$ cat config.mk
export PLATFORM = sky130hd
export DESIGN_NAME = udp_frame_header_builder_top
export DESIGN_NICKNAME = d
export VERILOG_FILES = /design/src/ufhb_pkg.sv /design/src/udp_frame_header_builder_top.sv /design/src/ufhb_csr.sv /design/src/ufhb_build.sv /design/src/ufhb_beat_out.sv
export SDC_FILE = /design/constraint.sdc
export NUM_CORES = 1
export LEC_CHECK = 0
export BUFFER_PORTS_ARGS = -buffer_cell sky130_fd_sc_hd__buf_2
export CAP_MARGIN = 20
export CORE_MARGIN = 2
export CORE_UTILIZATION = 54
export CTS_CLUSTER_DIAMETER = 30
export CTS_CLUSTER_SIZE = 8
export DETAILED_ROUTE_END_ITERATION = 16
export HOLD_SLACK_MARGIN = 0.15
export PLACE_DENSITY = 0.73
export SLEW_MARGIN = 20
export SYNTH_ARGS = -nofsm -noshare
export SYNTH_HDL_FRONTEND = slang
export SYNTH_SLANG_ARGS = --single-unit
$ cat constraint.sdc
create_clock -name clock -period 24.8 [get_ports clock]
set_clock_uncertainty 0.1 [all_clocks]
set_input_delay 4.96 -clock clock [delete_from_list [all_inputs] [get_ports clock]]
set_output_delay 4.96 -clock clock [all_outputs]
set_load 0.005 [all_outputs]
$ cat src/ufhb_pkg.sv
// ----------------------------------------------------------------------------
// ufhb_pkg
// Types and constants shared by the UDP frame header builder.
// ----------------------------------------------------------------------------
package ufhb_pkg;

   localparam int unsigned BeatCount   = 8;
   localparam int unsigned BeatIdxBits = 3;
   localparam int unsigned WordBits    = 64;
   localparam int unsigned CsrDataBits = 48;
   localparam int unsigned CsrIdxBits  = 3;

   // CSR register indexes
   localparam logic [CsrIdxBits-1:0] CsrSourceMac  = 3'd0;
   localparam logic [CsrIdxBits-1:0] CsrDestMac    = 3'd1;
   localparam logic [CsrIdxBits-1:0] CsrSourceIp   = 3'd2;
   localparam logic [CsrIdxBits-1:0] CsrDestIp     = 3'd3;
   localparam logic [CsrIdxBits-1:0] CsrSourcePort = 3'd4;
   localparam logic [CsrIdxBits-1:0] CsrDestPort   = 3'd5;

   localparam logic [BeatIdxBits-1:0] LastBeat = 3'(BeatCount - 1);

   // Fixed header fields
   localparam logic [15:0] EtherTypeIpv4 = 16'h0800;
   localparam logic [7:0]  IpVersionIhl  = 8'h45;
   localparam logic [7:0]  IpTos         = 8'h00;
   localparam logic [15:0] IpIdent       = 16'hDEAD;
   localparam logic [15:0] IpFlagsFrag   = 16'h4000;
   localparam logic [7:0]  IpTtl         = 8'h40;
   localparam logic [7:0]  IpProtoUdp    = 8'h11;
   localparam logic [15:0] UdpChecksum   = 16'h0000;
   localparam logic [15:0] CustomMagic   = 16'h0122;
   localparam logic [15:0] IpLenBase     = 16'd50;
   localparam logic [15:0] UdpLenBase    = 16'd30;
   localparam logic [15:0] MaxPayload    = 16'd65485;

   // Sum of the constant IPv4 header words (version/TOS, id, flags, TTL/proto)
   localparam logic [19:0] IpConstSum = 20'({IpVersionIhl, IpTos}) + 20'(IpIdent)
                                      + 20'(IpFlagsFrag) + 20'({IpTtl, IpProtoUdp});

   typedef struct packed {
      logic [15:0] payload_bytes;
      logic [63:0] target_address;
   } req_type;

   typedef struct packed {
      logic [63:0] header_word;
      logic        last_word;
      logic        length_error;
   } rsp_type;

   typedef struct packed {
      logic [47:0] source_mac;
      logic [47:0] dest_mac;
      logic [31:0] source_ip;
      logic [31:0] dest_ip;
      logic [15:0] source_port;
      logic [15:0] dest_port;
   } cfg_type;

   typedef struct packed {
      logic [BeatCount-1:0][WordBits-1:0] words;
      logic                               length_error;
   } hdr_type;

endpackage

$ cat src/udp_frame_header_builder_top.sv
// ----------------------------------------------------------------------------
// udp_frame_header_builder_top
// Ethernet / IPv4 / UDP frame header generator with a custom trailer.
// ----------------------------------------------------------------------------
// Each request (payload byte count, target address) yields a 64-byte header
// sent as eight 64-bit beats on rsp_data, one per cycle, each marked by
// rsp_valid for exactly one cycle; the earliest wire byte sits in bits 63:56
// and last_word flags the eighth beat. The receiver cannot stall: it must take
// every beat as it appears. A request is taken on a clock edge with start high
// and busy low. It lands in an input register, the header (lengths and the
// IPv4 checksum) is built from that register in one pass of logic, and the
// result is loaded into the beat register, whose first beat appears the cycle
// after. Sustained rate is set by the eight-beat output serialiser: the next
// request is held in the input register and moves on as the final beat of the
// previous one goes out, so beats run without gaps.
// length_error is set on all eight beats when the payload exceeds 65485 bytes;
// the lengths then wrap modulo 65536 and the header is still sent.
// Configuration (csr_we, csr_index, csr_wdata) is to be written only while
// no request is in flight; unmapped indexes are ignored and excess data bits
// are dropped.
// ----------------------------------------------------------------------------
module udp_frame_header_builder_top
   import ufhb_pkg::*;
(
   input  logic                   clock,
   input  logic                   reset,
   // request channel
   input  logic                   start,
   output logic                   busy,
   input  req_type                req_data,
   // response channel
   output logic                   rsp_valid,
   output rsp_type                rsp_data,
   // configuration
   input  logic                   csr_we,
   input  logic [CsrIdxBits-1:0]  csr_index,
   input  logic [CsrDataBits-1:0] csr_wdata
);

   cfg_type cfg;
   hdr_type hdr;
   req_type req_ff;
   logic    pend_ff;
   logic    pend_in;
   logic    accept;
   logic    out_free;
   logic    load;

   ufhb_csr u_csr (
      .clock     (clock),
      .reset     (reset),
      .csr_we    (csr_we),
      .csr_index (csr_index),
      .csr_wdata (csr_wdata),
      .cfg       (cfg)
   );

   // Move the held request on when the serialiser is idle or on its last beat
   assign load   = pend_ff && out_free;
   // Input register can take a request when empty or emptying this cycle
   assign busy   = pend_ff && !out_free;
   assign accept = start && !busy;

   always_comb begin
      pend_in = pend_ff;
      if (accept) begin
         pend_in = 1'b1;
      end else if (load) begin
         pend_in = 1'b0;
      end
   end

   always_ff @(posedge clock) begin
      if (reset) begin
         pend_ff <= 1'b0;
      end else begin
         pend_ff <= pend_in;
      end
   end

   // Hold the request payload
   always_ff @(posedge clock) begin
      if (accept) begin
         req_ff <= req_data;
      end
   end

   ufhb_build u_build (
      .req (req_ff),
      .cfg (cfg),
      .hdr (hdr)
   );

   ufhb_beat_out u_beat_out (
      .clock     (clock),
      .reset     (reset),
      .load      (load),
      .hdr       (hdr),
      .free      (out_free),
      .rsp_valid (rsp_valid),
      .rsp_data  (rsp_data)
   );

endmodule

$ cat src/ufhb_csr.sv
// ----------------------------------------------------------------------------
// ufhb_csr
// Configuration register bank: MAC, IP and port settings.
// ----------------------------------------------------------------------------
module ufhb_csr
   import ufhb_pkg::*;
(
   input  logic                   clock,
   input  logic                   reset,
   input  logic                   csr_we,
   input  logic [CsrIdxBits-1:0]  csr_index,
   input  logic [CsrDataBits-1:0] csr_wdata,
   output cfg_type                cfg
);

   cfg_type cfg_ff;
   cfg_type cfg_in;

   always_comb begin
      cfg_in = cfg_ff;
      if (csr_we) begin
         unique case (csr_index)
            CsrSourceMac:  cfg_in.source_mac  = csr_wdata[47:0];
            CsrDestMac:    cfg_in.dest_mac    = csr_wdata[47:0];
            CsrSourceIp:   cfg_in.source_ip   = csr_wdata[31:0];
            CsrDestIp:     cfg_in.dest_ip     = csr_wdata[31:0];
            CsrSourcePort: cfg_in.source_port = csr_wdata[15:0];
            CsrDestPort:   cfg_in.dest_port   = csr_wdata[15:0];
            default:       cfg_in = cfg_ff;  // unmapped index: drop
         endcase
      end
   end

   always_ff @(posedge clock) begin
      if (reset) begin
         cfg_ff <= '{source_mac: '0, dest_mac: '1, source_ip: '0, dest_ip: '0,
                     source_port: '0, dest_port: '0};
      end else begin
         cfg_ff <= cfg_in;
      end
   end

   assign cfg = cfg_ff;

endmodule

$ cat src/ufhb_build.sv
// ----------------------------------------------------------------------------
// ufhb_build
// Assemble the 64-byte header from one request and the configuration.
// ----------------------------------------------------------------------------
module ufhb_build
   import ufhb_pkg::*;
(
   input  req_type req,
   input  cfg_type cfg,
   output hdr_type hdr
);

   logic [15:0] ip_len;
   logic [15:0] udp_len;
   logic [19:0] sum_raw;
   logic [16:0] fold_1;
   logic [16:0] fold_2;
   logic [15:0] checksum;

   assign ip_len  = req.payload_bytes + IpLenBase;
   assign udp_len = req.payload_bytes + UdpLenBase;

   // One's-complement sum, carry folded back twice
   assign sum_raw = IpConstSum + 20'(ip_len)
                  + 20'(cfg.source_ip[31:16]) + 20'(cfg.source_ip[15:0])
                  + 20'(cfg.dest_ip[31:16])   + 20'(cfg.dest_ip[15:0]);
   assign fold_1   = 17'(sum_raw[15:0]) + 17'(sum_raw[19:16]);
   assign fold_2   = 17'(fold_1[15:0]) + 17'(fold_1[16]);
   assign checksum = ~fold_2[15:0];

   always_comb begin
      hdr.words[0] = {cfg.dest_mac, cfg.source_mac[47:32]};
      hdr.words[1] = {cfg.source_mac[31:0], EtherTypeIpv4, IpVersionIhl, IpTos};
      hdr.words[2] = {ip_len, IpIdent, IpFlagsFrag, IpTtl, IpProtoUdp};
      hdr.words[3] = {checksum, cfg.source_ip, cfg.dest_ip[31:16]};
      hdr.words[4] = {cfg.dest_ip[15:0], cfg.source_port, cfg.dest_port, udp_len};
      hdr.words[5] = {UdpChecksum, CustomMagic, req.target_address[63:32]};
      hdr.words[6] = {req.target_address[31:0], 32'h0};
      hdr.words[7] = '0;
      hdr.length_error = (req.payload_bytes > MaxPayload);
   end

endmodule

$ cat src/ufhb_beat_out.sv
// ----------------------------------------------------------------------------
// ufhb_beat_out
// Hold one built header and send it as eight beats, one per cycle.
// ----------------------------------------------------------------------------
module ufhb_beat_out
   import ufhb_pkg::*;
(
   input  logic    clock,
   input  logic    reset,
   input  logic    load,
   input  hdr_type hdr,
   output logic    free,
   output logic    rsp_valid,
   output rsp_type rsp_data
);

   hdr_type                hdr_ff;
   logic [BeatIdxBits-1:0] beat_ff;
   logic [BeatIdxBits-1:0] beat_in;
   logic                   active_ff;
   logic                   active_in;
   logic                   on_last;

   assign on_last = active_ff && (beat_ff == LastBeat);
   // free when idle or sending the final beat
   assign free    = !active_ff || on_last;

   always_comb begin
      beat_in   = beat_ff;
      active_in = active_ff;
      if (load) begin
         beat_in   = '0;
         active_in = 1'b1;
      end else if (on_last) begin
         active_in = 1'b0;
      end else if (active_ff) begin
         beat_in = beat_ff + 1'b1;
      end
   end

   always_ff @(posedge clock) begin
      if (reset) begin
         beat_ff   <= '0;
         active_ff <= 1'b0;
      end else begin
         beat_ff   <= beat_in;
         active_ff <= active_in;
      end
   end

   always_ff @(posedge clock) begin
      if (load) begin
         hdr_ff <= hdr;
      end
   end

   assign rsp_valid             = active_ff;
   assign rsp_data.header_word  = hdr_ff.words[beat_ff];
   assign rsp_data.last_word    = (beat_ff == LastBeat);
   assign rsp_data.length_error = hdr_ff.length_error;

endmodule
-- Word-level counts from Yosys, hierarchy flattened
Cells that the tools add are included.
- muxes and demuxes: 6
- reductions and logical operators: 19
- bitwise operators: 2
- order comparisons: 2
- add/sub/neg operators: 10
- eq/ne operators: 6
- operators with widths (kind ; number):
    64-bit binary-select mux with 3-bit select ; 1
    20-bit by 16-bit adder with 20-bit output ; 4
    64-bit two-way mux ; 1
    17-bit by 16-bit adder with 18-bit output, first input constant ; 1
    16-bit by 4-bit adder with 17-bit output ; 1
    16-bit by 1-bit adder with 16-bit output ; 1
    16-bit by 5-bit adder with 16-bit output, second input constant ; 1
    16-bit by 6-bit adder with 16-bit output, second input constant ; 1
    16-bit greater-than comparator, second input constant ; 1
    16-bit inverter ; 1
    2-bit AND reduction ; 7
    3-bit equality test, second input constant ; 3
    3-bit by 2-bit equality test with 1-bit output, second input constant ; 2
    1-bit logical AND ; 4
    3-bit by 4-bit < comparator with 1-bit output, second input constant ; 1
    1-bit two-way mux ; 4
    2-bit nonzero test ; 2
    3-bit by 1-bit adder with 3-bit output, second input constant ; 1
    3-bit by 1-bit equality test with 1-bit output, second input constant ; 1
    1-bit logical NOT ; 3
    3-bit logical NOT ; 1
    2-bit OR reduction ; 1
    1-bit logical OR ; 1
    1-bit inverter ; 1
- input bits: 135
- flip-flop bits (word level): 582

-- Logic depth before layout (Yosys ltp)
Gate-level depths: netlist of run 1.
- depth in word-level cells: 9
- depth in mapped cells: 39
- mapped depth without buffers: 38

-- By module
Synthesis of run 1 repeated with hierarchy kept, for this count alone.
- cells, all modules: 2494
- area total of the unflattened synthesis: 36616.4 um^2
- modules (own cells, without submodules) (module ; times used ; cells each ; area an instance (um^2)):
    ufhb_beat_out ; 1 ; 758 ; 19411.1
    ufhb_csr ; 1 ; 732 ; 7666.1
    ufhb_build ; 1 ; 919 ; 7080.5
    udp_frame_header_builder_top ; 1 ; 85 ; 2458.6

-- Worst setup path before layout of run 1
Ideal clock, no wire load.
- kind: reg2reg
- from: reg u_beat_out.beat_ff[0]
- to: reg u_beat_out.hdr_ff[100] (netlist bit), enable pin
- cell stages (with the launch flop): 6
- arrival: 14084 ps
- period minus slack after synthesis: 15189 ps
- path buffers: 1
- path slack: 9611 ps
- cells stage by stage: dfxtp_1 > ha_1 > ha_1 > nor2b_1 > clkbuf_1 > nor2b_1
- RTL lines (element ; RTL line ; text):
    start, declared ; ufhb_beat_out.sv:18 ; logic [BeatIdxBits-1:0] beat_ff;
    start signal, assigned ; ufhb_beat_out.sv:46 ; beat_ff <= beat_in;
    end signal, assigned ; ufhb_beat_out.sv:53 ; hdr_ff <= hdr;
    end, declared ; ufhb_beat_out.sv:17 ; hdr_type hdr_ff;

==> results of run 1 <==
## layout by cell type (no fill, tap or decap), types with 28 or more instances in the layout
master	count
a211o_1	50
a21oi_1	172
a22oi_1	28
buf_2	201
clkbuf_1	30
clkbuf_16	111
dfxtp_1	194
edfxtp_1	383
fa_1	48
ha_1	32
inv_1	104
mux2i_1	66
nand2_1	320
nor2_1	38
nor2b_1	52
o22ai_1	69
xnor2_1	40
xor2_1	37
## synth_stat cells, drive strengths merged (32+ instances only)
library cell  count
inv             104
nor2b            54
clkbuf          101
dfxtp           197
mux2i            66
fa               48
a21oi           172
xnor2            41
a211o            50
edfxtp          383
ha               32
nor2             42
o22ai            69
nand2           321
xor2             38
## worst max-delay path, delay by kind of cell, from the launching register on
family          cells  cell delay, ns
fa+ha+maj           7            2.95
xor+xnor            4            0.75
buf+inv             3            0.21
flops               1            0.56
simple gates       13            2.74
compound gates      9            2.07
## power by group
part / internal, W / total, W / leakage, nW / switching, W
Sequential: 0.00108 / 0.00110 / 5.23 / 0.0000234
Clock: 0.000956 / 0.00143 / 1.77 / 0.000477
Combinational: 0.0000971 / 0.000270 / 3.80 / 0.000173
## sequential cells by signal (all words and copies together), names as in the netlist
name,cells
req_ff,80
u_beat_out.rsp_data,1
pend_ff,1
u_csr.cfg,192
u_beat_out.rsp_valid,1
u_beat_out.beat_ff,3
u_beat_out.hdr_ff,302
## metrics by stage
| stage | util | instances | area (sq um) | hold slack [ns] | setup WS (ns) |
|---|---|---|---|---|---|
| global route | 0.665 | 2843 | 29500 | 0.320 | 14.44 |
| floorplan | - | 1941 | 24300 | 0.300 | 9.61 |
| global placement | 0.582 | 2637 | 25800 | 0.302 | 15.44 |
| CTS | 0.665 | 2843 | 29500 | 0.314 | 15.18 |
| detailed placement | 0.582 | 2638 | 25800 | 0.305 | 15.23 |
| finish | 0.665 | 2843 | 29500 | 0.312 | 15.13 |
## per-layer routing
layer | routed length [microns] | global-route usage | share of wire | vias to the layer above
met4 | 2640 | 0.117 | 0.038 | 0
met1 | 28300 | 0.402 | 0.41 | 8287
li1 | - | - | - | 7390
met5 | 0 | 0 | 0 | -
met3 | 5410 | 0.0598 | 0.078 | 139
met2 | 33200 | 0.479 | 0.48 | 795
## final cells by class
cell class / count / area, sq um
clock inverters: 49 / 546
multi-input cells: 1140 / 8030
inverters: 105 / 394
well taps: 592 / 741
repair buffers: 221 / 1200
fillers: 3217 / 14900
clock buffers: 156 / 3100
flip-flops and latches: 580 / 15500
## worst min-delay path by stage
stage,startpoint,end,slack [ns],depth (start not counted)
global placement,req_ff[53]$_DFFE_PP_,u_beat_out.hdr_ff[342]$_DFFE_PP_,0.30,0
CTS,req_ff[6]$_DFFE_PP_,u_beat_out.hdr_ff[423]$_DFFE_PP_,0.31,0
detailed placement,req_ff[36]$_DFFE_PP_,u_beat_out.hdr_ff[325]$_DFFE_PP_,0.30,0
floorplan,req_ff[32]$_DFFE_PP_,u_beat_out.hdr_ff[321]$_DFFE_PP_,0.30,0
global route,req_ff[51]$_DFFE_PP_,u_beat_out.hdr_ff[340]$_DFFE_PP_,0.32,0
finish,req_ff[6]$_DFFE_PP_,u_beat_out.hdr_ff[423]$_DFFE_PP_,0.31,0
## kinds of logic after synthesis
family	count (synthesis)
AOI/OAI and AO/OA	389
xor gates and xnor gates	79
adders and majority gates	80
buffers and inverters	221
DFF	580
muxes	95
and+or+nand+nor	497
==> metrics.yaml, run 1 <==
run_status:
  status: "finished clean"
final_layout:
  antenna_cells: 0
  area_growth_pct: 21.4
  drive_gt1_frac: 0.199
  nets: 2372
clocking:
  htreeDepth: 3
  post-cts-setup-buffers: 0
  cts-root-buf: "clkbuf_16"
  cts_resized: 0
  cts_buffers: 109
  clock_latency_ns: 0.64
  clk_pin_slew_worst_paths_ns: 0.05
  cts.sinks: 580
  cts_hold_buf: 0
  clk_path_buf_depth: 3
  tritoncts: "built"
synthesis:
  synth_flop_cell: "edfxtp_1"
  synthMuxAreaShare: 0.0481
  synth_xor_area_frac: 0.0296
  synth.distinct_cells: 75
  synth_compound_area_frac: 0.102
  syn_area_sq_um: 24300
  yosysTopAreaCell: "edfxtp_1"
  synthTopCellsByArea: "edfxtp_1, dfxtp_1, nand2_1, fa_1, a21oi_1"
  ys_seq_area_frac: 0.636
  synth-edff-count: 383
  yosysWarnings: 0
  synthSimpleGateAreaFrac: 0.0933
  syn_nets: 2156
  synthAdderAreaFrac: 0.0561
  avgSynthCellArea_sq_um: 12.5
  synthArstFlopShare: 0
  synth_top_family_by_area: "compound AO/OA/AOI/OAI gates"
  synth_top_area_share: 0.474
  netlist_instances: 1941
  synth-seq-cells: 580
sta:
  min_period_over_period: 0.390
  drv_slew: 0
  fin_setup_tns_ns: 0
  max_slew_margin: 0.166
  hold_viol_final: 0
  finalSetupViolCount: 0
  finalWorstPathRequiredPeriod_ns: 9.67
  fmax_ghz: 0.103
  rsz0062_at_grt: "no"
  tightest_slew_ns: 1.25
placement:
  hpwl_microns: 46700
  place.gp.congestion: 0.918
  io_buffer_count: 202
flow_run:
  drv_cap: 0
route:
  routed_wl_microns: 69500
  via_per_inst: 5.84
  drtPass1Iterations: 6
  ant_nets: 0
  routedWlPerCell_microns: 24.5
  drt_iter0_markers: 1769
  drcViolationCount: 0
  vias: 16600
setup_path:
  worst_r2r_path_depth: 36
  r2r_start: "req_ff[65]$_DFFE_PP_"
  r2r_slack_ns: 15.13
  worstPathMaxFanout: 10
  r2r_end: "u_beat_out.hdr_ff[256]$_DFFE_PP_"
  cpMostUsedCell: "fa_1"
  required_ns: 25.07
  critPathLaunchType: "flop"
  worstPathArrival_ns: 9.94
  crit_type: "flop to flop"
  crit_path_start: "req_ff[65]$_DFFE_PP_"
  cpMaxStageDelayCell: "edfxtp_1"
  max_stage_delay_ns: 0.56
  end_kind: "flop"
  crit_path_end: "u_beat_out.hdr_ff[256]$_DFFE_PP_"
power_and_ir_drop:
  power_w: 0.00281
  p_leak_nw: 10.8
  p_per_area_nw_per_um2: 95.3
  irDropWorstVdd_mv: 0.0638
worst_hold_path:
  hp-class: "flop to flop"
global_routing:
  grt_usage: 0.298
  grt_start_max_net_pins: 186
  antenna_found_initial: 0
  grt_pass1_wl_microns: 103000
  grt_pass1_vias: 16400
  overflow: 0
floorplanning:
  die_h_microns: 216
  row_count: 77
  io-pin-count: 203
  initial_utilization: 0.548
  core_area_sq_um: 44300
  fp.dieW_microns: 216
  dieArea_sq_um: 46700
No activity file was read; power rests on OpenSTA's default activity.
==> run 2, diff against run 1 <==
--- a/config.mk
+++ b/config.mk
@@ -5,6 +5,7 @@
 export SDC_FILE = /design/constraint.sdc
 export NUM_CORES = 1
 export LEC_CHECK = 0
+export ABC_AREA = 1
 export BUFFER_PORTS_ARGS = -buffer_cell sky130_fd_sc_hd__buf_2
 export CAP_MARGIN = 20
 export CORE_MARGIN = 2
==> constraint.sdc (replaced) <==
create_clock -name clock -period 9.41 [get_ports clock]
set_clock_uncertainty 0.1 [all_clocks]
set_input_delay 1.882 -clock clock [delete_from_list [all_inputs] [get_ports clock]]
set_output_delay 1.882 -clock clock [all_outputs]
set_load 0.005 [all_outputs]
==> run 2 against run 1 <==
  * Final cell count grew 16%
  * Total power rose to 2.7 times the previous value
  * Clock-buffer cell count rose by 3
  * First-iteration DRC count is 15% higher
  * Clock power rose to 2.6 times the previous value
  * Maximum frequency up 15%
  * Critical path depth is 12 higher
  * Die area grew 1.3%
  * Highest routed layer is now met5
==> metrics.yaml, run 2 <==
setup_path:
  max_stage_delay_ns: 0.52  # was 0.56 ns
  r2r_slack_ns: 0.97  # was 15.13 ns
  worstPathArrival_ns: 8.74  # was 9.94 ns
  cpMaxStageDelayCell: "fa_1"  # was edfxtp_1
  crit_type: "flop to flop"  # unchanged
  required_ns: 9.71  # was 25.07 ns
  worstPathMaxFanout: 5  # was 10
  cpMostUsedCell: "nand2_1"  # was fa_1
  critPathLaunchType: "flop"  # unchanged
  end_kind: "flop"  # unchanged
clocking:
  clk_path_buf_depth: 3  # unchanged
  clk_pin_slew_worst_paths_ns: 0.05  # about the same
  post-cts-setup-buffers: 0  # unchanged
  clock_latency_ns: 0.65  # was 0.64 ns
  htreeDepth: 3  # unchanged
  cts_buffers: 109  # unchanged
  cts_hold_buf: 0  # unchanged
  cts.sinks: 580  # unchanged
  cts-root-buf: "clkbuf_16"  # unchanged
  tritoncts: "built"  # unchanged
  cts_resized: 0  # unchanged
route:
  routedWlPerCell_microns: 22.6  # was 24.5 microns
  drt_iter0_markers: 2040  # was 1769
  drtPass1Iterations: 6  # unchanged
  via_per_inst: 5.70  # was 5.84
  drcViolationCount: 0  # unchanged
  ant_nets: 0  # unchanged
  routed_wl_microns: 74300  # was 69500 microns
  vias: 18700  # was 16600
floorplanning:
  fp.dieW_microns: 217  # was 216 microns
  initial_utilization: 0.544  # was 0.548
  row_count: 78  # was 77
  io-pin-count: 203  # unchanged
  core_area_sq_um: 45200  # was 44300 sq um
  dieArea_sq_um: 47300  # was 46700 sq um
  die_h_microns: 217  # was 216 microns
synthesis:
  ys_seq_area_frac: 0.628  # was 0.636
  synth-seq-cells: 580  # unchanged
  syn_area_sq_um: 24600  # was 24300 sq um
  syn_nets: 2587  # was 2156
  synth-edff-count: 383  # unchanged
  yosysMostFrequentCell: "nand2_1"  # was edfxtp_1
  netlist_instances: 2372  # was 1941
  synth.distinct_cells: 41  # was 75
  synth_top_area_share: 0.468  # was 0.474
  yosysWarnings: 0  # unchanged
  synthTopCellsByArea: "edfxtp_1, dfxtp_1, o21ai_0, nand2_1, nor2_1"  # was edfxtp_1, dfxtp_1, nand2_1, fa_1, a21oi_1
  yosysTopAreaCell: "edfxtp_1"  # unchanged
  synth_flop_cell: "edfxtp_1"  # unchanged
  synth_common_cells: "nand2_1, edfxtp_1, nor2_1, o21ai_0, dfxtp_1"  # was edfxtp_1, nand2_1, dfxtp_1, a21oi_1, inv_1
  synthArstFlopShare: 0  # unchanged
  avgSynthCellArea_sq_um: 10.4  # was 12.5 sq um
global_routing:
  overflow: 0  # unchanged
  antenna_found_initial: 4  # was 0
  grt_usage: 0.316  # was 0.298
  grt_pass1_wl_microns: 110000  # was 103000 microns
  grt_start_max_net_pins: 158  # was 186
  grt_pass1_vias: 18700  # was 16400
run_status:
  status: "finished clean"  # unchanged
sta:
  tightest_slew_ns: 1.10  # was 1.25 ns
  fin_setup_tns_ns: 0  # unchanged
  holdWs_ns: 0.306  # was 0.312 ns
  finalSetupViolCount: 0  # unchanged
  layout_setup_ws_ns: 0.970  # was 15.13 ns
  fmax_ghz: 0.118  # was 0.103 GHz
  rsz0062_at_grt: "no"  # unchanged
  max_slew_margin: 0.268  # was 0.166
  hold_viol_final: 0  # unchanged
  drv_slew: 0  # unchanged
  min_period_over_period: 0.897  # was 0.390
  finalWorstPathRequiredPeriod_ns: 8.44  # was 9.67 ns
placement:
  io_buffer_count: 202  # unchanged
  hpwl_microns: 50000  # was 46700 microns
  place.gp.congestion: 0.938  # was 0.918
  pre_cts_slack_ns: 1.03  # was 15.23 ns
power_and_ir_drop:
  p_per_area_nw_per_um2: 258  # was 95.3 nW/um^2
  irDropWorstVdd_mv: 0.195  # was 0.0638 mV
  p_leak_nw: 12.3  # was 10.8 nW
worst_hold_path:
  hp-class: "flop to flop"  # unchanged
final_layout:
  drive_gt1_frac: 0.170  # was 0.199
  regMostFlops: "u_beat_out.hdr_ff"  # unchanged
  area_growth_pct: 20.9  # was 21.4%
  final_common_cell: "nand2_1"  # was edfxtp_1
  largest_register_ffs: 302  # unchanged
  nets: 2809  # was 2372
  fin_util: 0.658  # was 0.665
  final_cell_mix: "nand2_1, edfxtp_1, nor2_1, o21ai_0, buf_2"  # was edfxtp_1, nand2_1, buf_2, dfxtp_1, a21oi_1
flow_run:
  drv_cap: 0  # unchanged
## run 2: changes by cell type after synthesis, sizes merged, moves of 37 or more
cell and delta:
a211o -50, mux2i -66, nand3 +134, nor2b -54, nor2 +314, xnor2 -37, nand2 +85, o21ai +282
inv +88, o22ai -49, a21oi -87
## run 2: power by group
part           switching [W]  leakage, nW  internal [W]
registers          0.0000609         5.19       0.00288
logic               0.000669         5.43      0.000291
clock network        0.00127         1.72       0.00248
total                0.00200         12.3       0.00565
## run 2: cell families after synthesis
logic type      after synthesis  synth area share
simple gates                931             0.162
flops                       580             0.628
compound gates              429            0.0908
buf+inv                     308            0.0475
fa+ha+maj                    80            0.0554
xor+xnor                     44            0.0160
## run 2: per-layer routing
layer,vias up,GRT usage,part of all wire
li1,8465,-,-
met1,9066,0.419,0.40
met2,1026,0.506,0.47
met3,188,0.0623,0.087
met4,2,0.139,0.042
met5,-,0,0.00024
## run 2: final timing paths
| path | startpoint | end | depth (start not counted) |
|---|---|---|---|
| setup / recovery | req_ff[65]$_DFFE_PP_ | u_beat_out.hdr_ff[256]$_DFFE_PP_ | 48 |
| hold / removal | req_ff[63]$_DFFE_PP_ | u_beat_out.hdr_ff[352]$_DFFE_PP_ | 0 |
| setup reg to reg | req_ff[65]$_DFFE_PP_ | u_beat_out.hdr_ff[256]$_DFFE_PP_ | 48 |
| hold reg to reg | req_ff[63]$_DFFE_PP_ | u_beat_out.hdr_ff[352]$_DFFE_PP_ | 0 |
## run 2: final cells by class
type	instances	area, sq um
Sequential cell	580	15400
Tap cell	600	751
Clock inverter	47	532
Multi-Input combinational cell	1484	8000
Fill cell	3412	15500
Timing Repair Buffer	225	1200
Inverter	194	734
Antenna cell	1	2.50
Clock buffer	159	3050
## run 2: worst max-delay path, delay by kind of cell, from the launching register on
family | cells | cell delay (ns)
AOI/OAI and AO/OA | 2 | 0.44
adders and majority gates | 7 | 2.87
buffers and inverters | 5 | 0.34
DFF | 1 | 0.45
and+or+nand+nor | 34 | 3.99
## run 2: through the flow
step                cells  instance area [sq um]  power (W)
finish               3290                  29700    0.00765
CTS                  3289                  29700    0.00766
detailed placement   3083                  26100    0.00393
global route         3289                  29700    0.00791
global placement     3083                  26100    0.00391
floorplan            2372                  24600    0.00361
